<file path="src/rwla_pkg.sv">
// ----------------------------------------------------------------------------
// rwla_pkg
// Shared types and constants for the reader/writer lock arbiter: operation
// and status codes, sequencer states, wait queue sizing and queue control.
// ----------------------------------------------------------------------------
package rwla_pkg;

    // Number of requesters, which is also the depth of each wait queue.
    localparam int NUM_REQUESTERS = 16;

    // Field widths fixed by the interface.
    localparam int ID_W     = 4;
    localparam int OP_W     = 2;
    localparam int STATUS_W = 2;
    localparam int READER_W = 5;

    // Queue pointer and fill count widths follow from the depth.
    localparam int PTR_W = (NUM_REQUESTERS > 1) ? $clog2(NUM_REQUESTERS) : 1;
    localparam int CNT_W = $clog2(NUM_REQUESTERS + 1);

    localparam logic [CNT_W-1:0]    QUEUE_FULL = CNT_W'(NUM_REQUESTERS);
    localparam logic [CNT_W-1:0]    CNT_ONE    = CNT_W'(1);
    localparam logic [PTR_W-1:0]    PTR_LAST   = PTR_W'(NUM_REQUESTERS - 1);
    localparam logic [READER_W-1:0] READER_TOP = READER_W'(31);

    // Request operations.
    typedef enum logic [OP_W-1:0] {
        OP_READ    = 2'd0,
        OP_WRITE   = 2'd1,
        OP_UNLOCK  = 2'd2,
        OP_DESTROY = 2'd3
    } opcode_t;

    // Result status codes.
    typedef enum logic [STATUS_W-1:0] {
        ST_GRANTED  = 2'd0,
        ST_QUEUED   = 2'd1,
        ST_RELEASED = 2'd2,
        ST_FAULT    = 2'd3
    } status_t;

    // Sequencer states of the top level.
    typedef enum logic [2:0] {
        S_IDLE,
        S_FIRST,
        S_WGRANT,
        S_RGRANT,
        S_RDESTROY,
        S_WDESTROY
    } state_t;

    // Control of one wait queue: push, pop and clear.
    typedef struct packed {
        logic push;
        logic pop;
        logic clear;
    } queue_ctrl_t;

endpackage

</file>
<file path="src/rwla_queue.sv">
// ----------------------------------------------------------------------------
// rwla_queue
// FIFO wait queue held in a synchronous memory with a registered read port.
// The read address is the next head pointer, so the registered read data
// is updated with the head pointer and shows the entry at the current head.
// ----------------------------------------------------------------------------
module rwla_queue
    import rwla_pkg::*;
(
    input  logic              clk,
    input  logic              rst_n,
    input  queue_ctrl_t       ctrl,
    input  logic [ID_W-1:0]   push_id,
    output logic [ID_W-1:0]   head_id,
    output logic [CNT_W-1:0]  count
);

    logic [ID_W-1:0]  mem [NUM_REQUESTERS];
    logic [ID_W-1:0]  head_id_reg;
    logic [PTR_W-1:0] head_reg;
    logic [PTR_W-1:0] head_next;
    logic [PTR_W-1:0] tail_reg;
    logic [PTR_W-1:0] tail_next;
    logic [CNT_W-1:0] count_reg;
    logic [CNT_W-1:0] count_next;

    // Pointer and fill count update; a clear overrides a pop in the same cycle.
    always_comb
    begin
        head_next  = head_reg;
        tail_next  = tail_reg;
        count_next = count_reg;
        if (ctrl.clear)
        begin
            head_next  = '0;
            tail_next  = '0;
            count_next = '0;
        end
        else
        begin
            if (ctrl.pop)
            begin
                head_next = (head_reg == PTR_LAST) ? '0 : head_reg + 1'b1;
            end
            if (ctrl.push)
            begin
                tail_next = (tail_reg == PTR_LAST) ? '0 : tail_reg + 1'b1;
            end
            if (ctrl.push && !ctrl.pop)
            begin
                count_next = count_reg + 1'b1;
            end
            else if (ctrl.pop && !ctrl.push)
            begin
                count_next = count_reg - 1'b1;
            end
        end
    end

    always_ff @(posedge clk or negedge rst_n)
    begin
        if (!rst_n)
        begin
            head_reg  <= '0;
            tail_reg  <= '0;
            count_reg <= '0;
        end
        else
        begin
            head_reg  <= head_next;
            tail_reg  <= tail_next;
            count_reg <= count_next;
        end
    end

    // Memory write at the tail and registered read at the upcoming head.
    always_ff @(posedge clk)
    begin
        if (ctrl.push)
        begin
            mem[tail_reg] <= push_id;
        end
        head_id_reg <= mem[head_next];
    end

    assign head_id = head_id_reg;
    assign count   = count_reg;

endmodule

</file>
<file path="src/reader_writer_lock_arbiter.sv">
// ----------------------------------------------------------------------------
// reader_writer_lock_arbiter
// Writer-preferring reader/writer lock with FIFO wait queues for readers
// and writers, kept in two small synchronous memories.
// ----------------------------------------------------------------------------
// A request is taken while the sequencer is idle, even if the previous result
// still sits in the output register. Its first result, which always concerns
// the issuer, is loaded into the output register from S_FIRST once that
// register is free; each further result (a grant or a destroy release for a
// waiter) comes from a grant or destroy state, which pops one queue entry per
// cycle while the output register is free, through the memory's single
// registered read port. The next request can be transferred in the cycle
// after the last result is loaded. No clearing pass runs after reset.
module reader_writer_lock_arbiter
    import rwla_pkg::*;
(
    input  logic                clk,
    input  logic                rst_n,
    input  logic                in_valid,
    output logic                in_ready,
    input  logic [OP_W-1:0]     opcode,
    input  logic [ID_W-1:0]     requester_id,
    output logic                out_valid,
    input  logic                out_ready,
    output logic [ID_W-1:0]     target_id,
    output logic [STATUS_W-1:0] status,
    output logic [READER_W-1:0] readers_now,
    output logic                writer_holds,
    output logic                last
);

    state_t                state_reg;
    state_t                state_next;
    opcode_t               op_reg;
    logic [ID_W-1:0]       id_reg;
    logic [READER_W-1:0]   reader_count_reg;
    logic [READER_W-1:0]   reader_count_next;
    logic                  write_held_reg;
    logic                  write_held_next;

    logic                  out_valid_reg;
    logic [ID_W-1:0]       target_id_reg;
    status_t               status_reg;
    logic [READER_W-1:0]   readers_now_reg;
    logic                  writer_holds_reg;
    logic                  last_reg;

    logic                  out_free;
    logic                  emit;
    logic [ID_W-1:0]       emit_target;
    status_t               emit_status;
    logic                  emit_last;

    queue_ctrl_t           rq_ctrl;
    queue_ctrl_t           wq_ctrl;
    logic [ID_W-1:0]       rq_head;
    logic [ID_W-1:0]       wq_head;
    logic [CNT_W-1:0]      rq_count;
    logic [CNT_W-1:0]      wq_count;

    // Reader and writer wait queues.
    rwla_queue u_reader_queue
    (
        .clk     (clk),
        .rst_n   (rst_n),
        .ctrl    (rq_ctrl),
        .push_id (id_reg),
        .head_id (rq_head),
        .count   (rq_count)
    );

    rwla_queue u_writer_queue
    (
        .clk     (clk),
        .rst_n   (rst_n),
        .ctrl    (wq_ctrl),
        .push_id (id_reg),
        .head_id (wq_head),
        .count   (wq_count)
    );

    // The output register can take a new result when empty or being drained.
    assign out_free = !out_valid_reg || out_ready;

    // Sequencer: next state, lock state update, queue control and result.
    always_comb
    begin
        state_next        = state_reg;
        reader_count_next = reader_count_reg;
        write_held_next   = write_held_reg;
        in_ready          = 1'b0;
        emit              = 1'b0;
        emit_target       = id_reg;
        emit_status       = ST_GRANTED;
        emit_last         = 1'b1;
        rq_ctrl           = '0;
        wq_ctrl           = '0;

        case (state_reg)
            S_IDLE:
            begin
                in_ready = 1'b1;
                if (in_valid)
                begin
                    state_next = S_FIRST;
                end
            end

            S_FIRST:
            begin
                if (out_free)
                begin
                    emit       = 1'b1;
                    state_next = S_IDLE;
                    case (op_reg)
                        OP_READ:
                        begin
                            if (write_held_reg || wq_count != '0)
                            begin
                                if (rq_count == QUEUE_FULL)
                                begin
                                    emit_status = ST_FAULT;
                                end
                                else
                                begin
                                    emit_status  = ST_QUEUED;
                                    rq_ctrl.push = 1'b1;
                                end
                            end
                            else if (reader_count_reg >= READER_TOP)
                            begin
                                emit_status = ST_FAULT;
                            end
                            else
                            begin
                                reader_count_next = reader_count_reg + 1'b1;
                            end
                        end

                        OP_WRITE:
                        begin
                            if (write_held_reg || reader_count_reg != '0)
                            begin
                                if (wq_count == QUEUE_FULL)
                                begin
                                    emit_status = ST_FAULT;
                                end
                                else
                                begin
                                    emit_status  = ST_QUEUED;
                                    wq_ctrl.push = 1'b1;
                                end
                            end
                            else
                            begin
                                write_held_next = 1'b1;
                            end
                        end

                        OP_UNLOCK:
                        begin
                            if (write_held_reg)
                            begin
                                if (wq_count != '0)
                                begin
                                    emit_last  = 1'b0;
                                    state_next = S_WGRANT;
                                end
                                else
                                begin
                                    write_held_next = 1'b0;
                                    if (rq_count != '0)
                                    begin
                                        emit_last  = 1'b0;
                                        state_next = S_RGRANT;
                                    end
                                end
                            end
                            else if (reader_count_reg != '0)
                            begin
                                reader_count_next = reader_count_reg - 1'b1;
                                if (reader_count_reg == READER_W'(1) && wq_count != '0)
                                begin
                                    emit_last  = 1'b0;
                                    state_next = S_WGRANT;
                                end
                            end
                            else
                            begin
                                emit_status = ST_FAULT;
                            end
                        end

                        OP_DESTROY:
                        begin
                            if (rq_count != '0)
                            begin
                                emit_last  = 1'b0;
                                state_next = S_RDESTROY;
                            end
                            else if (wq_count != '0)
                            begin
                                emit_last  = 1'b0;
                                state_next = S_WDESTROY;
                            end
                            else
                            begin
                                rq_ctrl.clear = 1'b1;
                                wq_ctrl.clear = 1'b1;
                            end
                        end

                        default:
                        begin
                            emit_status = ST_FAULT;
                        end
                    endcase
                end
            end

            // Hand the lock to the writer at the head of its queue.
            S_WGRANT:
            begin
                if (out_free)
                begin
                    emit            = 1'b1;
                    emit_target     = wq_head;
                    wq_ctrl.pop     = 1'b1;
                    write_held_next = 1'b1;
                    state_next      = S_IDLE;
                end
            end

            // Grant every queued reader, one per cycle while the output register is free, saturating the count.
            S_RGRANT:
            begin
                if (out_free)
                begin
                    emit        = 1'b1;
                    emit_target = rq_head;
                    rq_ctrl.pop = 1'b1;
                    if (reader_count_reg < READER_TOP)
                    begin
                        reader_count_next = reader_count_reg + 1'b1;
                    end
                    emit_last = (rq_count == CNT_ONE);
                    if (rq_count == CNT_ONE)
                    begin
                        state_next = S_IDLE;
                    end
                end
            end

            // Release queued readers on destroy, then move on to writers.
            S_RDESTROY:
            begin
                if (out_free)
                begin
                    emit        = 1'b1;
                    emit_target = rq_head;
                    emit_status = ST_RELEASED;
                    rq_ctrl.pop = 1'b1;
                    emit_last   = 1'b0;
                    if (rq_count == CNT_ONE)
                    begin
                        if (wq_count != '0)
                        begin
                            state_next = S_WDESTROY;
                        end
                        else
                        begin
                            emit_last     = 1'b1;
                            rq_ctrl.clear = 1'b1;
                            wq_ctrl.clear = 1'b1;
                            state_next    = S_IDLE;
                        end
                    end
                end
            end

            // Release queued writers on destroy and reset both queues at the end.
            S_WDESTROY:
            begin
                if (out_free)
                begin
                    emit        = 1'b1;
                    emit_target = wq_head;
                    emit_status = ST_RELEASED;
                    wq_ctrl.pop = 1'b1;
                    emit_last   = (wq_count == CNT_ONE);
                    if (wq_count == CNT_ONE)
                    begin
                        rq_ctrl.clear = 1'b1;
                        wq_ctrl.clear = 1'b1;
                        state_next    = S_IDLE;
                    end
                end
            end

            default:
            begin
                state_next = S_IDLE;
            end
        endcase
    end

    // Control registers: sequencer state, lock state and output valid.
    always_ff @(posedge clk or negedge rst_n)
    begin
        if (!rst_n)
        begin
            state_reg        <= S_IDLE;
            reader_count_reg <= '0;
            write_held_reg   <= 1'b0;
            out_valid_reg    <= 1'b0;
        end
        else
        begin
            state_reg        <= state_next;
            reader_count_reg <= reader_count_next;
            write_held_reg   <= write_held_next;
            if (emit)
            begin
                out_valid_reg <= 1'b1;
            end
            else if (out_ready)
            begin
                out_valid_reg <= 1'b0;
            end
        end
    end

    // Request capture and result payload registers.
    always_ff @(posedge clk)
    begin
        if (in_valid && in_ready)
        begin
            op_reg <= opcode_t'(opcode);
            id_reg <= requester_id;
        end
        if (emit)
        begin
            target_id_reg    <= emit_target;
            status_reg       <= emit_status;
            readers_now_reg  <= reader_count_next;
            writer_holds_reg <= write_held_next;
            last_reg         <= emit_last;
        end
    end

    assign out_valid    = out_valid_reg;
    assign target_id    = target_id_reg;
    assign status       = status_reg;
    assign readers_now  = readers_now_reg;
    assign writer_holds = writer_holds_reg;
    assign last         = last_reg;

`ifndef NO_ASSERTIONS
    // The lock is never held by a writer and readers at once.
    a_exclusive: assert property (@(posedge clk) disable iff (!rst_n)
        write_held_reg |-> (reader_count_reg == '0))
        else $error("lock write-held while readers are counted");

    // Between requests, waiting readers imply a writer holds or waits.
    a_readers_wait_cause: assert property (@(posedge clk) disable iff (!rst_n)
        (state_reg == S_IDLE && rq_count != '0) |-> (write_held_reg || wq_count != '0))
        else $error("readers left waiting on an available lock");

    // Reader pop states only run while the reader queue holds entries.
    a_reader_pop_nonempty: assert property (@(posedge clk) disable iff (!rst_n)
        (state_reg == S_RGRANT || state_reg == S_RDESTROY) |-> (rq_count != '0))
        else $error("reader queue popped while empty");

    // The writer grant and release states only run with writers queued.
    a_writer_pop_nonempty: assert property (@(posedge clk) disable iff (!rst_n)
        (state_reg == S_WGRANT || state_reg == S_WDESTROY) |-> (wq_count != '0))
        else $error("writer queue popped while empty");
`endif

endmodule

</file>
<file path="config.mk">
export PLATFORM = sky130hd
export DESIGN_NAME = reader_writer_lock_arbiter
export DESIGN_NICKNAME = d
export VERILOG_FILES = /design/src/rwla_pkg.sv /design/src/rwla_queue.sv /design/src/reader_writer_lock_arbiter.sv
export SDC_FILE = /design/constraint.sdc
export NUM_CORES = 1
export LEC_CHECK = 0
export BUFFER_PORTS_ARGS = -buffer_cell sky130_fd_sc_hd__buf_2
export CORE_MARGIN = 5
export CORE_UTILIZATION = 35
export DETAILED_ROUTE_END_ITERATION = 8
export PLACE_DENSITY = 0.6
export SLEW_MARGIN = 20
export SYNTH_ARGS = -nofsm -noshare
export SYNTH_HDL_FRONTEND = slang
export SYNTH_SLANG_ARGS = --single-unit
export TNS_END_PERCENT = 5
</file>
<file path="constraint.sdc">
create_clock -name clk -period 3.53 [get_ports clk]
set_input_delay 0.706 -clock clk [delete_from_list [all_inputs] [get_ports clk]]
set_output_delay 0.706 -clock clk [all_outputs]
set_load 0.01 [all_outputs]
</file>
* Word-level counts from Yosys, hierarchy flattened
Memory sizes are Yosys's and may differ from the RTL's. A register that Yosys moved wholly into a read port is not among the register bits.
Cells that the tools add are included.
** Storage, ports and cells
- Input port bits :: 10
- Memories :: 2
- Bits in latches :: 0
- Bits in read-only memories :: 0
- RAM bits :: 128
- Register bits :: 55
- Word-level logic and storage cells :: 196
- Output and inout port bits :: 15
** Memories
- u_reader_queue.mem :: words 16, bits a word 4, read ports 1, clocked after memory_dff 1, write ports 1, line rwla_queue.sv:18 : logic [ID_W-1:0] mem [NUM_REQUESTERS];
- u_writer_queue.mem :: words 16, bits a word 4, read ports 1, clocked after memory_dff 1, write ports 1, line rwla_queue.sv:18
** Operators by class
- Shift-type cells :: 0
- Div/mod/pow operators :: 0
- $mul :: 0
- Equality and inequality tests :: 26
- Bitwise gates (word level) :: 0
- Magnitude comparators :: 2
- $add $sub $neg :: 10
- Reductions and logical operators :: 29
- Mux-type cells :: 110
** Operators by type and width (number)
- 5-bit two-way mux :: 13
- 4-bit two-way mux :: 14
- 1-bit two-way mux :: 41
- 3-bit two-way mux :: 12
- 2-bit two-way mux :: 15
- 5-bit case mux with 2 select lines :: 2
- 2-bit inequality test, second input constant :: 9
- 3-bit case mux with 6 select lines :: 1
- 4-bit by 1-bit adder with 4-bit output, second input constant :: 4
- 4-bit == test, second input constant :: 4
- 5-bit by 1-bit adder with 5-bit output, second input constant :: 3
- 5-bit by 1-bit == test with 1-bit output, second input constant :: 3
- 5-bit nonzero test :: 3
- 5-bit by 1-bit subtractor with 5-bit output, second input constant :: 3
- 5-bit == test, second input constant :: 2
- 1-bit case mux with 2 select lines :: 5
- 9-bit AND reduction :: 1
- 4-bit case mux with 2 select lines :: 1
- 3-bit by 2-bit == test with 1-bit output, second input constant :: 2
- 3-bit == test, second input constant :: 2
- 1-bit logical AND :: 6
- 1-bit case mux with 3 select lines :: 2
- 2-bit case mux with 3 select lines :: 1
- 3-bit case mux with 2 select lines :: 1
- other kinds (15) :: 27

* Depth between registers and ports, before layout
Gate-level depths: netlist of run 1.
- Depth in word-level cells :: 11
- Mapped depth :: 14
- Depth with buffers taken out :: 11

* Cells and area by module
Synthesis of run 1 repeated with hierarchy kept, for this count alone.
** Second synthesis, totals
- Cell total of the unflattened synthesis :: 870
- Area, all modules :: 9857.0 µm²
** Modules (own cells, without submodules)
- rwla_queue (u_reader_queue) :: sequential area each 2327.2 µm², area each 4214.0 µm², cells each 404, times used 1
- rwla_queue (u_writer_queue) :: sequential area each 2327.2 µm², area each 3528.4 µm², cells each 247, times used 1
- reader_writer_lock_arbiter :: sequential area each 820.8 µm², area each 2114.5 µm², cells each 219, times used 1

* Worst setup path before layout of run 1
OpenSTA, ideal clock, no wires.
- Path type :: input to register
- From :: in out_ready
- To :: reg u_reader_queue.head_id_reg[1], in the netlist u_reader_queue.head_id[1] (read register of u_reader_queue.mem)
- Data arrival time :: 2.657 ns
- Library setup time :: 0.127 ns
- Data required time :: 3.403 ns
- Cell stages on the path :: 10
- Buffers on the path :: 2
- Setup slack :: 0.746 ns
- Path through :: and2b_1 -> or4_1 -> and4b_1 -> clkbuf_1 -> buf_4 -> a21o_1 -> a222oi_1 -> a21oi_1 -> o21ai_1 -> nand3_1
** Between the ends
- Longest elaborated chain between the ends :: 5
- Elaborated cells between the ends (all ways) :: 9
- Classes of those cells :: 8 x mux; 1 x reduce/logical
** Ends and longest elaborated chain
- from (decl) :: line reader_writer_lock_arbiter.sv:24 : input logic out_ready,
- 1-bit logical OR * :: line reader_writer_lock_arbiter.sv:83 : assign out_free = !out_valid_reg || out_ready;
- 2-bit two-way mux or 1-bit two-way mux (tied branches) :: line reader_writer_lock_arbiter.sv:257, reader_writer_lock_arbiter.sv:237
- 1-bit case mux with 2 select lines :: line reader_writer_lock_arbiter.sv:99 : case (state_reg)
- 4-bit two-way mux :: line rwla_queue.sv:41 : if (ctrl.pop)
- 4-bit two-way mux * :: line rwla_queue.sv:33 : if (ctrl.clear)
- to (decl) :: line rwla_queue.sv:19 : logic [ID_W-1:0] head_id_reg;
Mark *: on every way between the ends. The rest lies on a longest branch, timed or not.
A chain may end at the register's enable or synchronous reset.

* Final worst setup path of run 1
- From :: reg u_writer_queue.count_reg[0], in the netlist u_writer_queue.count[0]
- To :: reg u_writer_queue.head_id_reg[3], in the netlist u_writer_queue.head_id[3] (read register of u_writer_queue.mem)
** Between the ends
- Longest elaborated chain between the ends :: 7
- Elaborated cells between the ends (all ways) :: 12
- Classes of those cells :: 1 x eq/ne; 10 x mux; 1 x reduce/logical
** Ends and longest elaborated chain
- from (decl) :: line rwla_queue.sv:24 : logic [CNT_W-1:0] count_reg;
- from (signal assigned) :: line rwla_queue.sv:72 : count_reg <= count_next;
- 5-bit nonzero test :: line reader_writer_lock_arbiter.sv:201, reader_writer_lock_arbiter.sv:266
- 1-bit two-way mux :: line reader_writer_lock_arbiter.sv:201, reader_writer_lock_arbiter.sv:266
- 1-bit two-way mux :: line reader_writer_lock_arbiter.sv:196 : if (rq_count != '0)
- 1-bit two-way mux :: line reader_writer_lock_arbiter.sv:115 : case (op_reg)
- 1-bit two-way mux :: line reader_writer_lock_arbiter.sv:111 : if (out_free)
- 1-bit case mux with 3 select lines * :: line reader_writer_lock_arbiter.sv:99
- 4-bit two-way mux * :: line rwla_queue.sv:33
- net u_writer_queue.head_next[0] :: line rwla_queue.sv:21 : logic [PTR_W-1:0] head_next;
- to (decl) :: line rwla_queue.sv:19
Mark *: on every way through the listed nets, which the timed path passes. The rest lies on a longest branch.

==> results of run 1 <==
[logic make-up (layout without fill, tap and decap cells)]
family,count (synthesis),in the layout,share of synthesized area (%)
and+or+nand+nor,236,236,14.3
xor gates and xnor gates,13,13,1.25
adders and majority gates,29,29,3.98
DFF,191,191,60.1
buffers and inverters,60,108,3.29
muxes,40,40,4.68
AOI/OAI and AO/OA,166,166,12.4
[power groups by stage]
| stage | registers, µW | clock network [µW] | logic, µW |
|---|---|---|---|
| finish | 3250 | 1990 | 3290 |
| global route | 3310 | 2120 | 3650 |
| CTS | 3280 | 2020 | 3250 |
| detailed placement | 3320 | 0 | 3230 |
| global placement | 3330 | 0 | 3200 |
| floorplan | 3160 | 0 | 2470 |
[final cells by class]
class,instances,area (µm²),share of cell area [%]
multi-input cells,484,3340,32.4
clock buffers,17,425,4.13
repair buffers,50,330,3.21
flip-flops and latches,191,5480,53.2
inverters,26,108,1.04
well taps,335,419,4.07
clock inverters,15,204,1.98
[cell usage after synthesis, types with 5 or more instances]
cell       number
a21oi_1        47
a222oi_1        5
o21ai_0        27
a22oi_1         7
o221ai_1        5
dfxtp_1         8
mux2_2         18
nor2_1         37
nor3_1         13
clkbuf_1       13
and3_1         19
nand2b_1        7
o2111ai_1       6
a31oi_1         7
buf_2          10
xnor2_1         6
mux2i_1        21
and2_1         22
xor2_1          7
nand4_1         9
a221oi_1        5
edfxtp_1      147
ha_1           29
o211ai_1        8
inv_1          18
a32oi_1         6
a211oi_1        5
buf_6           5
dfrtp_1        36
nand2_1        67
nand3_1        13
[cells in the final DEF, fill, tap and decap left out, types with 4 or more instances in the layout]
master     instances
nor3_1            13
a32oi_1            6
dfrtp_1           36
ha_1              29
nand4_1            9
and2_1            22
nand2_1           67
mux2_2            18
a222oi_1           5
xor2_1             7
nor4_1             4
o221ai_1           5
buf_4             24
and3_1            19
edfxtp_1         147
o2111ai_1          6
inv_1             18
o21ai_0           27
a221oi_1           5
nor2b_1            4
nand2b_1           7
a221o_1            4
a211oi_1           5
mux2i_1           21
inv_4              4
o22ai_1            4
nor3b_1            4
nand3_1           13
clkinv_8           7
a21oi_1           47
a22oi_1            7
clkbuf_16         17
dfxtp_1            8
a31oi_1            7
nor2_1            37
xnor2_1            6
buf_2             24
o211ai_1           8
[worst paths after layout]
| path | to | slack [ps] |
|---|---|---|
| worst min register to register | target_id[3] | 590 |
| worst max-delay path | u_writer_queue.head_id[3] | 330 |
| max in group asynchronous | u_writer_queue.tail_reg[3] | 2540 |
| worst max register to register | u_writer_queue.head_id[3] | 330 |
| worst min-delay path | reader_count_reg[1] | 400 |
| min in group clk | id_reg[1] | 430 |
[stage by stage]
stage	power [µW]	instances	hold WS, ps	utilization, %
5_1_grt	9080	1118	423	39.9
6_report	8520	1118	398	39.9
3_3_place_gp	6530	1084	564	37.3
3_5_place_dp	6550	1084	578	37.3
2_1_floorplan	5630	735	410	-
4_1_cts	8550	1116	426	39.7
[routing by layer]
| layer | global-route usage, % | routed length [µm] | share of wire (%) | vias to the layer above |
|---|---|---|---|---|
| met5 | 0 | 0 | 0 | - |
| met4 | 3.65 | 202 | 0.96 | 0 |
| met3 | 2.57 | 815 | 3.9 | 15 |
| met2 | 23.9 | 9950 | 47 | 134 |
| met1 | 20.5 | 10000 | 48 | 2928 |
| li1 | - | - | - | 2862 |
==> run summary, run 1 <==
status - finished clean
Setup CP Type - reg -> reg
final setup violation count - 0
antenna-violating nets left - 0
Worst-path clk slew - 90 ps
sw frac - 39.6%
Row Count - 59
area of placed instances - 0.00964 mm²
Unique masters post-synth - 85
CTS tree - yes
crit-path cells - inv_1 > ha_1 > or4b_1 > nor4_4 > o31ai_2 > buf_4 > nand2_4 > inv_4 > nor2b_4 > a222oi_1 > o211ai_1 > o311a_1
first-pass GRT wire length - 33300 µm
Yosys top cell by area - edfxtp_1
Ys Warns - 0
required time of the critical path - 3860 ps
Tightest Hold Check Type - in -> async
Residual DRC - 0
final WL - 21000 µm
layout cells sized above 1 - 16.3%
Post-Place Worst Slack - 161 ps
worst setup margin - 326 ps
Setup crit end kind - flip-flop
H-Tree Depth - 4
Cells after Synth - 735
largest registers - u_reader_queue.mem: 64 flops, u_writer_queue.mem: 64 flops
Avg WL per Cell - 18.8 µm
number of vias per cell - 5.31
Max Cap Viol - 0
GRT overflow - 0
Setup TNS - 0 ps
initial core utilization - 35.3%
GP Congestion - 0.832
Worst setup SP type - flip-flop
largest net degree at the start of global routing - 37
via count - 5939
Synth top area share - 48.4%
Synth Cell Area - 0.00911 mm²
gr usage total - 14.7%
synthesized flop and latch total - 191
Nets - 809
final worst path period need - 3200 ps
Post-CTS Setup Bufs - 0
clk_lat worst skew - 450 ps
I/O Buffers - 24
register area share after synthesis - 60.1%
DRT iter0 DRCs - 676
ranking of synthesized cells by area - edfxtp_1 48%, dfrtp_1 9.9%, ha_1 4.0%
fin area - 0.0103 mm²
final hold vios - 0
TritonCTS Buffers - 17
worst r2r path cells - 12
Core Footprint - 0.0258 mm²
WP depth - 12
Tcrit/Tclk final - 90.8%
Max transition margin - 34.1%
Buffers & Inverters on Critical Path - 3
Max Clock Skew - 22.4 ps
Syn Area/Cell - 12.4 µm²
die area - 0.0294 mm²
reg-to-reg critical path startpoint - u_writer_queue.count[0]
Detailed Routing Iterations Pass 1 - 6
number of global-route vias before repair - 5875
height of the die - 171 µm
root buf cell - clkbuf_16
fmax - 0.312 GHz
initial antenna violation count - 0
RSZ-0062 raised after global routing - no
switching power - 3370 µW
Peak VDD IR - 0.000381 V
fillers - 2436
diode count - 0
pwr/cell area - 827 mW/mm²
post-synthesis net count - 774
Final Max Tran Viols - 0
# IOs - 25
die width - 171 µm
Crit-path slowest cell - or4b_1
Leakage - 0.00379 µW
PostCTS Resize Cnt - 0
main flop type after synthesis - edfxtp_1
Worst path max stage delay - 630 ps
clock buffer depth - 2
asr flop ratio synth - 18.8%
CP startpoint - u_writer_queue.count[0]
Comb pwr share - 38.5%
Reg power frac - 38.1%
Pint - 5150 µW
HPWL Detailed - 14400 µm
area delta synth->final - 13.0%
Crit Path Max Fanout - 11
Hold Buf Count CTS - 0
family with the most delay on the worst path - simple AND/OR/NAND/NOR gates
clock sinks - 191
Least-Margin Pin Slew - 989 ps
number of enable flip-flop cells after synthesis - 147
Clock Power Share - 23.3%
WP data arrival - 3530 ps
No activity file was read; power rests on OpenSTA's default activity.
==> run 2: changes to the inputs <==
ABC_AREA = 1   (was default)
CORE_UTILIZATION = 39   (was 35)
PLACE_DENSITY = 0.64   (was 0.6)
==> run 2 against run 1 <==
Design area grew 4.3%; sequential power is essentially flat; sequential share of layout area shrank 2.2 points; clock skew shrank 12 ps; clock power shrank 7%; highest routed layer unchanged.
==> run summary, run 2 <==
WL met2 - 11000 µm
Worst path max stage delay - 450 ps
Total Power - 8360 µW
Ys Warns - 0
GP Congestion - 0.873
most frequent cells in the layout - 171 x inv_1, 155 x nand2_1, 147 x edfxtp_1
Final Max Tran Viols - 0
register area share after synthesis - 56.0%
Avg WL per Cell - 16.1 µm
antenna-violating nets left - 0
register area - 0.00548 mm²
Hold Buf Count CTS - 0
Tightest Hold Check Type - in -> async
area of placed instances - 0.0102 mm²
top sig layer - met4
Row Count - 58
Tcrit/Tclk final - 75.1%
Max transition margin - 40.6%
asr flop ratio synth - 18.8%
met3 WL - 1040 µm
height of the die - 168 µm
clock buffer depth - 2
DRT iter0 DRCs - 743
via count - 7177
Synth top cells by count - 171 x inv_1, 155 x nand2_1, 147 x edfxtp_1, 128 x nand3_1, 104 x nor2_1
clk_lat worst skew - 440 ps
footprint of the multi-input gates - 0.00338 mm²
RSZ-0062 raised after global routing - no
fin area - 0.0107 mm²
Setup TNS - 0 ps
H-Tree Depth - 4
area delta synth->final - 9.99%
most used cell, CP - nand3_1
gr usage total - 16.1%
clock sinks - 191
Crit-path slowest cell - dfrtp_1
worst r2r path cells - 12
final hold vios - 0
GRT overflow - 0
M1 WL - 10000 µm
largest registers - u_reader_queue.mem: 64 flops, u_writer_queue.mem: 64 flops
status - finished clean
fmax - 0.377 GHz
Leakage - 0.00460 µW
ranking of synthesized cells by area - edfxtp_1 45%, dfrtp_1 9.2%, inv_1 6.6%
final std cells w/o fill - 1387
Residual DRC - 0
pwr/cell area - 778 mW/mm²
reg-to-reg critical path startpoint - u_writer_queue.count[0]
post-synthesis net count - 1064
top-count cell post-synth - inv_1
Post-CTS Setup Bufs - 0
I/O Buffers - 24
final WL - 22300 µm
first-pass GRT wire length - 36500 µm
initial core utilization - 39.3%
die width - 168 µm
Cells after Synth - 1025
reg-to-reg endpoint - u_reader_queue.head_id[2]
final worst path period need - 2650 ps
main flop type after synthesis - edfxtp_1
final setup violation count - 0
Syn Area/Cell - 9.53 µm²
Detailed Routing Iterations Pass 1 - 5
Crit Path Max Fanout - 25
layout cells sized above 1 - 10.6%
initial antenna violation count - 0
r2r setup slk - 880 ps
largest net degree at the start of global routing - 37
fillers - 2380
number of enable flip-flop cells after synthesis - 147
synthesized flop and latch total - 191
Setup crit end kind - flip-flop
Peak VDD IR - 0.000379 V
Setup CP Type - reg -> reg
number of global-route vias before repair - 6917
Yosys top cell by area - edfxtp_1
Least-Margin Pin Slew - 892 ps
CTS tree - yes
placed cells - 1355
required time of the critical path - 3860 ps
Worst-path clk slew - 70 ps
HPWL Detailed - 15100 µm
WP data arrival - 2980 ps
die area - 0.0283 mm²
Max Clock Skew - 10.7 ps
TritonCTS Buffers - 17
crit-path cells - inv_1 > ha_1 > nand3_2 > nor2_2 > nand3_4 > buf_4 > nand3_4 > nand2_1 > nand3_1 > nand3_1 > nand3_1 > nand2_1
diode count - 0
commonest non-fill, non-tap cell in the layout - inv_1
# IOs - 25
PostCTS Resize Cnt - 0
Nets - 1083
number of vias per cell - 5.17
Worst setup SP type - flip-flop
Synth top area share - 45.2%
Max Cap Viol - 0
Synth Cell Area - 0.00977 mm²
Unique masters post-synth - 45
Core Footprint - 0.0249 mm²
root buf cell - clkbuf_16
[run 2: routing by layer]
metal	up-vias	global-route usage, %
met5	-	0
met4	0	4.48
met3	27	2.84
met2	179	26.7
met1	3460	21.8
li1	3511	-
[run 2: final cells by class]
cell class | count | area share (%)
Tap cell | 330 | 3.84
Multi-Input combinational cell | 616 | 31.4
Inverter | 180 | 6.36
Timing Repair Buffer | 38 | 2.10
Sequential cell | 191 | 50.9
Clock buffer | 17 | 3.96
Clock inverter | 15 | 1.37
[run 2: worst max-delay path by stage]
stage,from,cells after the start,endpoint
global placement,out_ready,12,u_writer_queue.head_id[2]
floorplan,out_ready,13,u_writer_queue.count[4]
detailed placement,out_ready,12,u_writer_queue.head_id[2]
global route,reader_count_reg[0],15,u_writer_queue.count[2]
CTS,u_writer_queue.count[0],12,u_reader_queue.head_id[3]
finish,u_writer_queue.count[0],12,u_reader_queue.head_id[2]
[run 2: report_power, final]
group / switching [µW] / leakage (µW) / internal [µW]
combinational: 2220 / 0.00248 / 1050
clock: 918 / 0.000276 / 938
sequential: 319 / 0.00185 / 2920
[run 2: through the flow]
stage	worst slack (ps)	utilization, %	hold slack [ps]
2_1_floorplan	1180	-	410
3_3_place_gp	544	40.9	495
3_5_place_dp	571	40.9	513
4_1_cts	899	43.2	415
5_1_grt	699	43.2	430
6_report	878	43.2	395
[run 2: logic make-up (layout without fill, tap and decap cells)]
kind of cell	after synthesis	in the layout	synth area share (%)
multiplexers	1	1	0.102
adder cells (fa/ha/maj)	29	29	3.71
XOR/XNOR	13	13	1.17
AO/OA/AOI/OAI	72	72	4.58
flip-flops	191	191	56.0
AND/OR/NAND/NOR	501	501	25.0
buffers and inverters	218	250	9.40
[run 2: critical path: cells and delay by family (launching register included)]
family                     cells  cell delay, ps
and+or+nand+nor                9            1450
DFF                            1             450
buffers and inverters          2             440
adders and majority gates      1             190
==> run 3: changes to the inputs <==
ABC_AREA = 0   (was 1)
PLACE_DENSITY = 0.66   (was 0.64)
clock period = 2.16 ns   (was 3.53 ns; I/O delays follow)
==> run 3 against run 2 <==
The flow now finishes with violations (setup timing); power is 97% higher; largest power group unchanged; critical path depth is 1 higher; worst hold slack worse by 230 ps; critical path type unchanged; non-clock buffer count is 165 higher; first-iteration DRC count is 19% lower.
==> run summary, run 3 (synthesis gave the netlist of run 1 again) <==
initial antenna violation count - 0
height of the die - 163 µm
DRT iter0 DRCs - 599
die area - 0.0265 mm²
Crit-path slowest cell - or4b_4
most frequent cells in the layout - 151 x buf_4, 147 x edfxtp_1, 63 x nand2_1
CTS tree - yes
status - finished, violations left
gr usage total - 17.3%
clk_lat worst skew - 440 ps
fin area - 0.0120 mm²
H-Tree Depth - 4
TritonCTS Buffers - 17
fillers - 1978
sw frac - 37.8%
# IOs - 25
first-pass GRT wire length - 35700 µm
largest net degree at the start of global routing - 34
Worst setup SP type - flip-flop
failing checks - setup timing
Max Clock Skew - 16.3 ps
diode count - 0
Clock Power Share - 19.4%
layout cells sized above 1 - 39.7%
Residual DRC - 0
Tightest Hold Check Type - in -> reg
Row Count - 56
Setup CP Type - reg -> reg
Worst-path clk slew - 80 ps
Leakage - 0.00468 µW
final setup violation count - 123
pwr/cell area - 1370 mW/mm²
Core Footprint - 0.0233 mm²
Peak VDD IR - 0.000627 V
Final Max Tran Viols - 0
final WL - 22600 µm
initial core utilization - 39.2%
clock buffer depth - 2
HPWL Detailed - 16000 µm
required time of the critical path - 2500 ps
area of placed instances - 0.0107 mm²
largest registers - u_reader_queue.mem: 64 flops, u_writer_queue.mem: 64 flops
Avg WL per Cell - 18.0 µm
number of global-route vias before repair - 6595
fin util - 51.8%
Total Power - 16500 µW
Tcrit/Tclk final - 124%
Nets - 962
switching power - 6230 µW
Pint - 10300 µW
root buf cell - clkbuf_16
fmax - 0.374 GHz
final worst path period need - 2670 ps
Setup TNS - -24560 ps
antenna-violating nets left - 0
Least-Margin Pin Slew - 583 ps
I/O Buffers - 24
worst setup margin - -512 ps
area delta synth->final - 32.1%
Detailed Routing Iterations Pass 1 - 7
WP data arrival - 3010 ps
GP Congestion - 0.890
Max transition margin - 61.1%
Reg power frac - 30.9%
die width - 163 µm
GRT overflow - 0
Crit Path Max Fanout - 6
RSZ-0062 raised after global routing - yes
Worst path max stage delay - 490 ps
number of vias per cell - 5.35
final hold vios - 0
Setup crit end kind - flip-flop
clock sinks - 191
Max Cap Viol - 0
commonest non-fill, non-tap cell in the layout - buf_4
crit-path cells - inv_2 > buf_4 > ha_1 > or4b_4 > nor3_4 > o31ai_4 > buf_12 > nand2_8 > inv_4 > nor2b_4 > a222oi_1 > o211ai_1 > o311a_1
Comb pwr share - 49.8%
via count - 6708
run 3: changes by cell type in the layout (fill, tap and decap cells not counted), moves of 19 or more:
cell	delta
nand4_1	-68
inv_1	-157
mux2i_1	+20
and2_4	+21
nand2_1	-92
nor2_1	-74
buf_6	+19
buf_4	+137
a21oi_1	+32
nand3_1	-115
run 3: area by class of cell:
cell class / instances / area [µm²] / share of cell area (%)
flip-flops and latches: 191 / 5480 / 45.5
multi-input cells: 484 / 3800 / 31.6
repair buffers: 203 / 1620 / 13.5
clock buffers: 17 / 425 / 3.53
well taps: 319 / 399 / 3.31
clock inverters: 15 / 190 / 1.58
inverters: 26 / 123 / 1.02
run 3: critical path: cells and delay by family, from the launching register on:
family                   cells  cell delay (ps)
flip-flops                   1              390
AO/OA/AOI/OAI                4              740
buffers and inverters        4              400
AND/OR/NAND/NOR              4              900
adder cells (fa/ha/maj)      1              140
run 3: worst paths after layout:
kind / startpoint / to / slack, ps / cells after the start
setup / recovery: u_writer_queue.count[1] / u_writer_queue.head_id[3] / -510 / 13
hold / removal: opcode[0] / op_reg[0] / 160 / 1
setup reg to reg: u_writer_queue.count[1] / u_writer_queue.head_id[3] / -510 / 13
hold reg to reg: u_writer_queue.mem[13][2] / u_writer_queue.head_id[2] / 620 / 2
max in group asynchronous: rst_n / state_reg[0] / 1160 / 3
min in group asynchronous: rst_n / u_reader_queue.tail_reg[2] / 490 / 2
run 3: metal layers:
| layer | global-route usage [%] | up-vias | wire length (µm) |
|---|---|---|---|
| met1 | 22.6 | 3320 | 9920 |
| met3 | 3.29 | 33 | 1040 |
| met4 | 5.11 | 0 | 429 |
| li1 | - | 3184 | - |
| met5 | 0 | - | 0 |
| met2 | 29.3 | 171 | 11200 |
run 3: power groups by stage:
stage          combinational [µW]  sequential, µW  clock [µW]
2_1_floorplan                4210            5170           0
3_5_place_dp                 7220            5130           0
5_1_grt                      8850            5150        3380
4_1_cts                      7880            5070        3240
3_3_place_gp                 7110            5110           0
6_report                     8210            5090        3190
run 3: repair_timing:
item                                    in CTS  in global routing
hold buffers                                 1                  0
resized for setup                          113                 45
setup buffers                               18                  4
endpoints found under the setup margin     178                177
gates cloned                                 0                  0
pin swaps                                   37                 23
endpoints found under the hold margin       18                  0
run 3: stage by stage:
| step | setup slack (ps) | cells | hold slack (ps) |
|---|---|---|---|
| 2_1_floorplan | -395 | 735 | 136 |
| 3_3_place_gp | -580 | 1201 | 424 |
| 3_5_place_dp | -632 | 1201 | 425 |
| 4_1_cts | -554 | 1251 | 147 |
| 5_1_grt | -661 | 1255 | 152 |
| 6_report | -512 | 1255 | 164 |
